==> src/sv/sha_pkg.sv <==
// Package for the SHA-256 message digest block.
// Holds round constants, initial hash words, shared types and a helper function.
// No dependencies.
package sha_pkg;

   localparam int unsigned QueueDepth = 4;

   typedef struct packed {
      logic [7:0] msg_byte;
      logic       byte_present;
      logic       end_of_message;
   } item_type;

   typedef enum logic [2:0] {
      ST_COLLECT,
      ST_ROUNDS,
      ST_ADD,
      ST_PAD,
      ST_EMIT
   } state_type;

   localparam logic [31:0] InitialHash [8] = '{
      32'h6a09e667, 32'hbb67ae85, 32'h3c6ef372, 32'ha54ff53a,
      32'h510e527f, 32'h9b05688c, 32'h1f83d9ab, 32'h5be0cd19
   };

   localparam logic [31:0] RoundK [64] = '{
      32'h428a2f98, 32'h71374491, 32'hb5c0fbcf, 32'he9b5dba5,
      32'h3956c25b, 32'h59f111f1, 32'h923f82a4, 32'hab1c5ed5,
      32'hd807aa98, 32'h12835b01, 32'h243185be, 32'h550c7dc3,
      32'h72be5d74, 32'h80deb1fe, 32'h9bdc06a7, 32'hc19bf174,
      32'he49b69c1, 32'hefbe4786, 32'h0fc19dc6, 32'h240ca1cc,
      32'h2de92c6f, 32'h4a7484aa, 32'h5cb0a9dc, 32'h76f988da,
      32'h983e5152, 32'ha831c66d, 32'hb00327c8, 32'hbf597fc7,
      32'hc6e00bf3, 32'hd5a79147, 32'h06ca6351, 32'h14292967,
      32'h27b70a85, 32'h2e1b2138, 32'h4d2c6dfc, 32'h53380d13,
      32'h650a7354, 32'h766a0abb, 32'h81c2c92e, 32'h92722c85,
      32'ha2bfe8a1, 32'ha81a664b, 32'hc24b8b70, 32'hc76c51a3,
      32'hd192e819, 32'hd6990624, 32'hf40e3585, 32'h106aa070,
      32'h19a4c116, 32'h1e376c08, 32'h2748774c, 32'h34b0bcb5,
      32'h391c0cb3, 32'h4ed8aa4a, 32'h5b9cca4f, 32'h682e6ff3,
      32'h748f82ee, 32'h78a5636f, 32'h84c87814, 32'h8cc70208,
      32'h90befffa, 32'ha4506ceb, 32'hbef9a3f7, 32'hc67178f2
   };

   localparam logic [7:0] PadByte = 8'h80;

   function automatic logic [31:0] ror32(input logic [31:0] x, input int unsigned n);
      ror32 = (x >> n) | (x << (32 - n));
   endfunction

endpackage

==> src/sv/sha_queue.sv <==
// Short item queue between the byte front end and the compression engine.
// Depends on sha_pkg.
module sha_queue #(
   parameter int unsigned DEPTH = sha_pkg::QueueDepth
) (
   input  logic              clock,
   input  logic              reset,
   input  logic              push,
   input  sha_pkg::item_type push_item,
   output logic              full,
   input  logic              pop,
   output sha_pkg::item_type pop_item,
   output logic              empty
);
   import sha_pkg::*;

   localparam int unsigned AW = (DEPTH > 1) ? $clog2(DEPTH) : 1;

   item_type          slots_ff [DEPTH];
   logic [AW-1:0]     wr_ff, wr_in, rd_ff, rd_in;
   logic [AW:0]       count_ff, count_in;
   logic              do_push, do_pop;

   assign full     = (count_ff == (AW+1)'(DEPTH));
   assign empty    = (count_ff == '0);
   assign do_push  = push && !full;
   assign do_pop   = pop && !empty;
   assign pop_item = slots_ff[rd_ff];

   always_comb begin
      wr_in    = do_push ? ((wr_ff == AW'(DEPTH - 1)) ? '0 : wr_ff + 1'b1) : wr_ff;
      rd_in    = do_pop ? ((rd_ff == AW'(DEPTH - 1)) ? '0 : rd_ff + 1'b1) : rd_ff;
      count_in = count_ff + (AW+1)'(do_push) - (AW+1)'(do_pop);
   end

   always_ff @(posedge clock) begin
      if (reset) begin
         wr_ff    <= '0;
         rd_ff    <= '0;
         count_ff <= '0;
      end else begin
         wr_ff    <= wr_in;
         rd_ff    <= rd_in;
         count_ff <= count_in;
      end
      if (do_push) begin
         slots_ff[wr_ff] <= push_item;
      end
   end

endmodule

==> src/sv/sha_engine.sv <==
// Back end: collects bytes into blocks, runs 64 rounds per block, pads and emits the digest.
// Depends on sha_pkg.
module sha_engine (
   input  logic              clock,
   input  logic              reset,
   input  sha_pkg::item_type item,
   input  logic              item_valid,
   output logic              item_take,
   output logic [31:0]       rsp_digest_word,
   output logic [2:0]        rsp_word_index,
   output logic              rsp_last_word,
   output logic              rsp_empty,
   input  logic              pop
);
   import sha_pkg::*;

   state_type     state_ff, state_in;
   logic [31:0]   block_ff [16];
   logic [31:0]   sched_ff [16];
   logic [31:0]   hash_ff [8];
   logic [31:0]   work_ff [8];
   logic [60:0]   total_ff, total_in;
   logic [6:0]    round_ff, round_in;
   logic          final_ff, final_in;
   logic          last_ff, last_in;
   logic [1:0]    pad_ff, pad_in;
   logic [2:0]    emit_ff, emit_in;

   logic [5:0]    pos;
   logic [3:0]    slot;
   logic [31:0]   w, t1, t2, x15, x2, s0, s1;
   logic          start_block;
   logic          write_byte;
   logic [7:0]    wbyte;
   logic [5:0]    wpos;

   assign pos  = total_ff[5:0];
   assign slot = round_ff[3:0];

   always_comb begin
      x15 = sched_ff[slot + 4'd1];
      x2  = sched_ff[slot + 4'd14];
      s0  = ror32(x15, 7) ^ ror32(x15, 18) ^ (x15 >> 3);
      s1  = ror32(x2, 17) ^ ror32(x2, 19) ^ (x2 >> 10);
      if (round_ff < 7'd16) begin
         w = block_ff[slot];
      end else begin
         w = sched_ff[slot] + s0 + sched_ff[slot + 4'd9] + s1;
      end
      t1 = work_ff[7] + (ror32(work_ff[4], 6) ^ ror32(work_ff[4], 11) ^ ror32(work_ff[4], 25))
         + ((work_ff[4] & work_ff[5]) ^ (~work_ff[4] & work_ff[6]))
         + RoundK[round_ff[5:0]] + w;
      t2 = (ror32(work_ff[0], 2) ^ ror32(work_ff[0], 13) ^ ror32(work_ff[0], 22))
         + ((work_ff[0] & work_ff[1]) ^ (work_ff[0] & work_ff[2]) ^ (work_ff[1] & work_ff[2]));
   end

   always_comb begin
      state_in    = state_ff;
      total_in    = total_ff;
      round_in    = round_ff;
      final_in    = final_ff;
      last_in     = last_ff;
      pad_in      = pad_ff;
      emit_in     = emit_ff;
      item_take   = 1'b0;
      start_block = 1'b0;
      write_byte  = 1'b0;
      wbyte       = item.msg_byte;
      wpos        = pos;
      rsp_empty   = 1'b1;
      case (state_ff)
         ST_COLLECT: begin
            if (item_valid) begin
               item_take = 1'b1;
               if (item.byte_present) begin
                  write_byte = 1'b1;
                  total_in   = total_ff + 61'd1;
                  last_in    = item.end_of_message;
                  if (pos == 6'd63) begin
                     start_block = 1'b1;
                     final_in    = 1'b0;
                     state_in    = ST_ROUNDS;
                  end else if (item.end_of_message) begin
                     state_in = ST_PAD;
                  end
               end else if (item.end_of_message) begin
                  last_in  = 1'b1;
                  state_in = ST_PAD;
               end
            end
         end
         ST_ROUNDS: begin
            round_in = round_ff + 7'd1;
            if (round_ff == 7'd63) begin
               state_in = ST_ADD;
            end
         end
         ST_ADD: begin
            round_in = '0;
            if (final_ff) begin
               emit_in  = '0;
               state_in = ST_EMIT;
            end else if (last_ff) begin
               state_in = ST_PAD;
            end else begin
               state_in = ST_COLLECT;
            end
         end
         ST_PAD: begin
            // Terminator and zero fill go into the block words in one step.
            pad_in      = 2'd0;
            start_block = 1'b1;
            final_in    = 1'b0;
            state_in    = ST_ROUNDS;
            if (pad_ff == 2'd1 || pos < 6'd56) begin
               final_in = 1'b1;
            end else begin
               pad_in = 2'd1;
            end
         end
         ST_EMIT: begin
            rsp_empty = 1'b0;
            if (pop) begin
               emit_in = emit_ff + 3'd1;
               if (emit_ff == 3'd7) begin
                  total_in = '0;
                  last_in  = 1'b0;
                  final_in = 1'b0;
                  pad_in   = 2'd0;
                  state_in = ST_COLLECT;
               end
            end
         end
         default: state_in = ST_COLLECT;
      endcase
   end

   assign rsp_digest_word = hash_ff[emit_ff];
   assign rsp_word_index  = emit_ff;
   assign rsp_last_word   = (emit_ff == 3'd7);

   always_ff @(posedge clock) begin
      if (reset) begin
         state_ff <= ST_COLLECT;
         total_ff <= '0;
         round_ff <= '0;
         final_ff <= 1'b0;
         last_ff  <= 1'b0;
         pad_ff   <= 2'd0;
         emit_ff  <= '0;
         for (int i = 0; i < 8; i++) begin
            hash_ff[i] <= InitialHash[i];
            work_ff[i] <= '0;
         end
      end else begin
         state_ff <= state_in;
         total_ff <= total_in;
         round_ff <= round_in;
         final_ff <= final_in;
         last_ff  <= last_in;
         pad_ff   <= pad_in;
         emit_ff  <= emit_in;
         if (start_block) begin
            for (int i = 0; i < 8; i++) begin
               work_ff[i] <= hash_ff[i];
            end
         end
         if (state_ff == ST_ROUNDS) begin
            work_ff[7] <= work_ff[6];
            work_ff[6] <= work_ff[5];
            work_ff[5] <= work_ff[4];
            work_ff[4] <= work_ff[3] + t1;
            work_ff[3] <= work_ff[2];
            work_ff[2] <= work_ff[1];
            work_ff[1] <= work_ff[0];
            work_ff[0] <= t1 + t2;
         end
         if (state_ff == ST_ADD) begin
            for (int i = 0; i < 8; i++) begin
               hash_ff[i] <= hash_ff[i] + work_ff[i];
            end
         end
         if (state_ff == ST_EMIT && pop && emit_ff == 3'd7) begin
            for (int i = 0; i < 8; i++) begin
               hash_ff[i] <= InitialHash[i];
            end
         end
      end
      if (state_ff == ST_ROUNDS) begin
         sched_ff[slot] <= w;
      end
      if (write_byte) begin
         case (wpos[1:0])
            2'd0: block_ff[wpos[5:2]][31:24] <= wbyte;
            2'd1: block_ff[wpos[5:2]][23:16] <= wbyte;
            2'd2: block_ff[wpos[5:2]][15:8]  <= wbyte;
            default: block_ff[wpos[5:2]][7:0] <= wbyte;
         endcase
      end
      if (state_ff == ST_PAD) begin
         for (int i = 0; i < 16; i++) begin
            for (int j = 0; j < 4; j++) begin
               if (pad_ff == 2'd1) begin
                  block_ff[i][31-8*j -: 8] <= 8'h00;
               end else if (6'(4*i+j) == pos) begin
                  block_ff[i][31-8*j -: 8] <= PadByte;
               end else if (6'(4*i+j) > pos) begin
                  block_ff[i][31-8*j -: 8] <= 8'h00;
               end
            end
         end
         if (pad_ff == 2'd1 || pos < 6'd56) begin
            block_ff[14] <= total_ff[60:29];
            block_ff[15] <= {total_ff[28:0], 3'b000};
         end
      end
   end

endmodule

==> src/sv/sha256_message_digest.sv <==
// Top level of the SHA-256 message digest block.
// Depends on sha_pkg, sha_queue and sha_engine.
// Bytes enter a four-item queue and are taken by the engine at one per cycle
// while it collects, not while a block runs, pads or drains; each 64th byte starts
// a block of 64 rounds on one shared round unit and one chain add. At message end
// padding costs one or two further blocks; the eight digest words drain one per pop.
module sha256_message_digest #(
   parameter int unsigned QUEUE_DEPTH = sha_pkg::QueueDepth
) (
   input  logic        clock,
   input  logic        reset,
   input  logic        push,
   output logic        full,
   input  logic [7:0]  req_msg_byte,
   input  logic        req_byte_present,
   input  logic        req_end_of_message,
   output logic        empty,
   input  logic        pop,
   output logic [31:0] rsp_digest_word,
   output logic [2:0]  rsp_word_index,
   output logic        rsp_last_word
);
   import sha_pkg::*;

   item_type in_item, q_item;
   logic     q_empty, q_take;

   assign in_item = '{msg_byte: req_msg_byte, byte_present: req_byte_present,
                      end_of_message: req_end_of_message};

   sha_queue #(.DEPTH(QUEUE_DEPTH)) u_queue (
      .clock     (clock),
      .reset     (reset),
      .push      (push),
      .push_item (in_item),
      .full      (full),
      .pop       (q_take),
      .pop_item  (q_item),
      .empty     (q_empty)
   );

   sha_engine u_engine (
      .clock           (clock),
      .reset           (reset),
      .item            (q_item),
      .item_valid      (!q_empty),
      .item_take       (q_take),
      .rsp_digest_word (rsp_digest_word),
      .rsp_word_index  (rsp_word_index),
      .rsp_last_word   (rsp_last_word),
      .rsp_empty       (empty),
      .pop             (pop)
   );

endmodule

==> config.mk <==
export PLATFORM = sky130hd
export DESIGN_NAME = sha256_message_digest
export DESIGN_NICKNAME = d
export VERILOG_FILES = /design/src/sv/sha_pkg.sv /design/src/sv/sha_queue.sv /design/src/sv/sha_engine.sv /design/src/sv/sha256_message_digest.sv
export SDC_FILE = /design/constraint.sdc
export NUM_CORES = 2
export LEC_CHECK = 0
export ABC_CLOCK_PERIOD_IN_PS = 14700
export BUFFER_PORTS_ARGS = -buffer_cell sky130_fd_sc_hd__buf_2
export CAP_MARGIN = 10
export CORE_ASPECT_RATIO = 0.9
export CORE_MARGIN = 3
export CORE_UTILIZATION = 45
export DETAILED_ROUTE_END_ITERATION = 10
export PLACE_DENSITY = 0.58
export SYNTH_ARGS = -nofsm -noshare
export SYNTH_HDL_FRONTEND = slang
export SYNTH_SLANG_ARGS = --single-unit
export TNS_END_PERCENT = 5
==> constraint.sdc <==
create_clock -name clock -period 14.7 [get_ports clock]
set_clock_uncertainty 0.05 [all_clocks]
set_input_delay 2.205 -clock clock [delete_from_list [all_inputs] [get_ports clock]]
set_output_delay 2.205 -clock clock [all_outputs]
set_load 0.005 [all_outputs]
==> metrics <==
crit path DAT=roughly 14 ns; Critical Path Fanout Max=26; Tot GR Track Use=between 30 and 40%; first-pass detailed-route iteration total=7; main combinational cell family by area after synthesis=multiplexers; synthesis-to-finish area growth=9.44%; Synth Area in XOR/XNOR=about 5.1%; post-layout min period=13.82 ns; synthesized net count=between 10000 and 15000; Final Cell Area=approximately 110000 sq um; count leader, synth=nand2_1; Core ar.=231000 sq um; vias in the first global route=approximately 76000; worst slew pin tran=~1.3 ns; area share of the largest cell type after synthesis=about 28%; DP Area=roughly 110000 sq um; Post-synth EDFFs=989; final setup TNS=0 ns; Synth warnings=0; Syn Inst Count=9480; IO buf count=51; full die area=between 200000 and 250000 sq um; CP max stage delay=around 0.80 ns; Max-cap violations=0; # hold bufs at CTS=0; GPL Wtd Cong=around 0.98; WS Path Type=flip-flop to flip-flop; fillers=20400; RSZ-0062 raised after global routing=false; Mean Syn Cell Area=about 11 sq um; mux share of post-synthesis cell area=approximately 17%; average routed wire per standard cell=a little under 30 microns; post-synthesis simple-gate area fraction=between 10% and 20%; first-pass GRT wire length=about 540000 microns; Synth area leaders=edfxtp_1 28%, mux4_2 16%, dfxtp_1 13%; H-tree depth=4; crit path launch type=flip-flop; post-route ant nets=0; nets=about 10000; post-CTS setup buffers=0; Slew Viols, Final=0; Clock Pin Slew Worst Setup and Hold Paths=0.06 ns; Remaining Overflow, GRT=0; Core Rows=around 170; Commonest cells post-synth=1153 x nand2_1, 989 x edfxtp_1, 731 x mux4_2, 727 x a21oi_1, 680 x dfxtp_1; # setup viols final=0; CTS tree=done; CP max stage cell=a21boi_0; Fin. Hold Viols=0; final period utilization=94.0%; clock latency on the worst-skew pair=roughly 0.9 ns; Seq/Total Area, Yosys=approximately two fifths; DR DRC count=0; Num CTS Buffers=193; Adder-Cell Fraction of Synth Area=a little under 9%; Cell variety after synth=between 80 and 90; via/cell ratio=about 6.5; flops & latches, synth=between 1500 and 2000; WL final=roughly 370000 microns; crit path capture type=flip-flop; worst-case clock buffer depth=4; Reg2Reg Depth=44; Iteration-0 DRC Markers=12000; Slew headroom=between 10 and 15%; Worst Path Required=15.24 ns; Post-CTS Resized=0; Hold WC Path Type=flip-flop to flip-flop; cell accounting for the most synthesized area=edfxtp_1; status=finished, final reports clean; hold slack=between 0.4 and 0.5 ns; Hold Path Depth=2; Fmax=just over 0.07 GHz; clk sinks=1669; Die X=a little over 500 microns; layout cell share with drive strength beyond 1=~15%; dominant synthesized flop cell=edfxtp_1; initial antenna violation count=28; Starting Density=around 45%; pin count of the biggest net entering global routing=172; fin util=49.7%; I/O Pins=between 50 and 60; post-synthesis instance area=105000 sq um; HPWL after DPL=263000 microns; Root Driver=clkbuf_16; Vias=81900; Die H=464 microns; Synth Area in Compound Gates=13.7%; fraction of registers with async set/reset=0%
state kept, by name, summed over array words and instances (netlist names), named ones only:
name and flops:
u_engine.block_ff 512, u_engine.final_ff 1, u_engine.hash_ff 256, u_engine.last_ff 1, u_engine.pad_ff 1, u_engine.round_ff 7
u_engine.rsp_word_index 3, u_engine.sched_ff 512, u_engine.state_ff 3, u_engine.total_ff 61, u_engine.work_ff 256, u_queue.count_ff 3
u_queue.rd_ff 2, u_queue.slots_ff 40, u_queue.wr_ff 2
cell type report:
type / count / area [sq um] / share of cell area [%]
clock buffer: 273 / 5640 / 4.92
inverter: 456 / 1720 / 1.50
sequential: 1669 / 43300 / 37.8
antenna: 5 / 12.5 / 0.0109
multi-input combinational: 6788 / 57900 / 50.5
tap: 3042 / 3810 / 3.32
timing repair buffer: 211 / 1570 / 1.37
clock inverter: 75 / 698 / 0.608
critical path: cells and delay by family (launching register included):
family	cells	cell delay [ns]
and+or+nand+nor	7	1.14
adders and majority gates	10	4.56
buffers and inverters	3	0.35
xor gates and xnor gates	4	0.74
muxes	3	1.40
DFF	1	0.66
AOI/OAI and AO/OA	17	4.63
layer usage:
metal | GRT usage (%) | wire length (microns) | vias to the layer above
met2 | 43.5 | 157000 | 4955
li1 | - | - | 34900
met4 | 9.39 | 13300 | 12
met5 | 0 | 113 | -
met3 | 6.77 | 41900 | 701
met1 | 45.8 | 160000 | 41300
cells in the final DEF (no fill, tap or decap), types with 43 or more instances in the layout:
| master | netlist | layout |
|---|---|---|
| nand2_1 | 1153 | 1150 |
| edfxtp_1 | 989 | 989 |
| mux4_2 | 731 | 731 |
| a21oi_1 | 727 | 726 |
| dfxtp_1 | 680 | 668 |
| nor2_1 | 616 | 607 |
| inv_1 | 454 | 451 |
| o21ai_0 | 417 | 410 |
| ha_1 | 411 | 407 |
| xnor2_1 | 381 | 380 |
| a22o_1 | 294 | 294 |
| xor2_1 | 222 | 222 |
| clkbuf_16 | 0 | 202 |
| a21o_1 | 197 | 197 |
| fa_1 | 196 | 196 |
| nand3_1 | 153 | 153 |
| buf_4 | 0 | 151 |
| nor3_1 | 120 | 111 |
| nand2b_1 | 93 | 91 |
| mux2_2 | 86 | 86 |
| a211oi_1 | 79 | 79 |
| mux2i_1 | 65 | 65 |
| o211ai_1 | 64 | 64 |
| o21a_1 | 68 | 61 |
| nor2b_1 | 58 | 57 |
| buf_2 | 5 | 50 |
| o22a_1 | 46 | 46 |
| or3_1 | 45 | 45 |
| o21bai_1 | 44 | 44 |
| a31oi_1 | 43 | 43 |
cell families (layout without fill, tap and decap cells):
kind of cell | count (synthesis) | in the layout
flip-flops | 1669 | 1669
adder cells (fa/ha/maj) | 625 | 625
AO/OA/AOI/OAI | 2232 | 2232
multiplexers | 885 | 885
AND/OR/NAND/NOR | 2441 | 2441
other | 0 | 5
XOR/XNOR | 605 | 605
buffers and inverters | 1023 | 1015
path summary, 6_finish.rpt:
check / startpoint / to / slack [ns]
worst max register to register: u_engine.round_ff[0] / u_engine.work_ff[0][31] / 0.88
worst min-delay path: u_engine.block_ff[8][11] / u_engine.block_ff[8][11] / 0.40
worst min register to register: u_engine.block_ff[8][11] / u_engine.block_ff[8][11] / 0.40
worst max-delay path: u_engine.round_ff[0] / u_engine.work_ff[0][31] / 0.88
stage by stage:
step,std cells,setup WS (ns)
global route,12500,0.126
floorplan,9480,1.18
detailed placement,12200,1.05
CTS,12500,1.04
global placement,12200,1.04
finish,12500,0.882
Power is not shown: default switching activity piles up to over one toggle a cycle in this logic, so the estimate is an artifact.
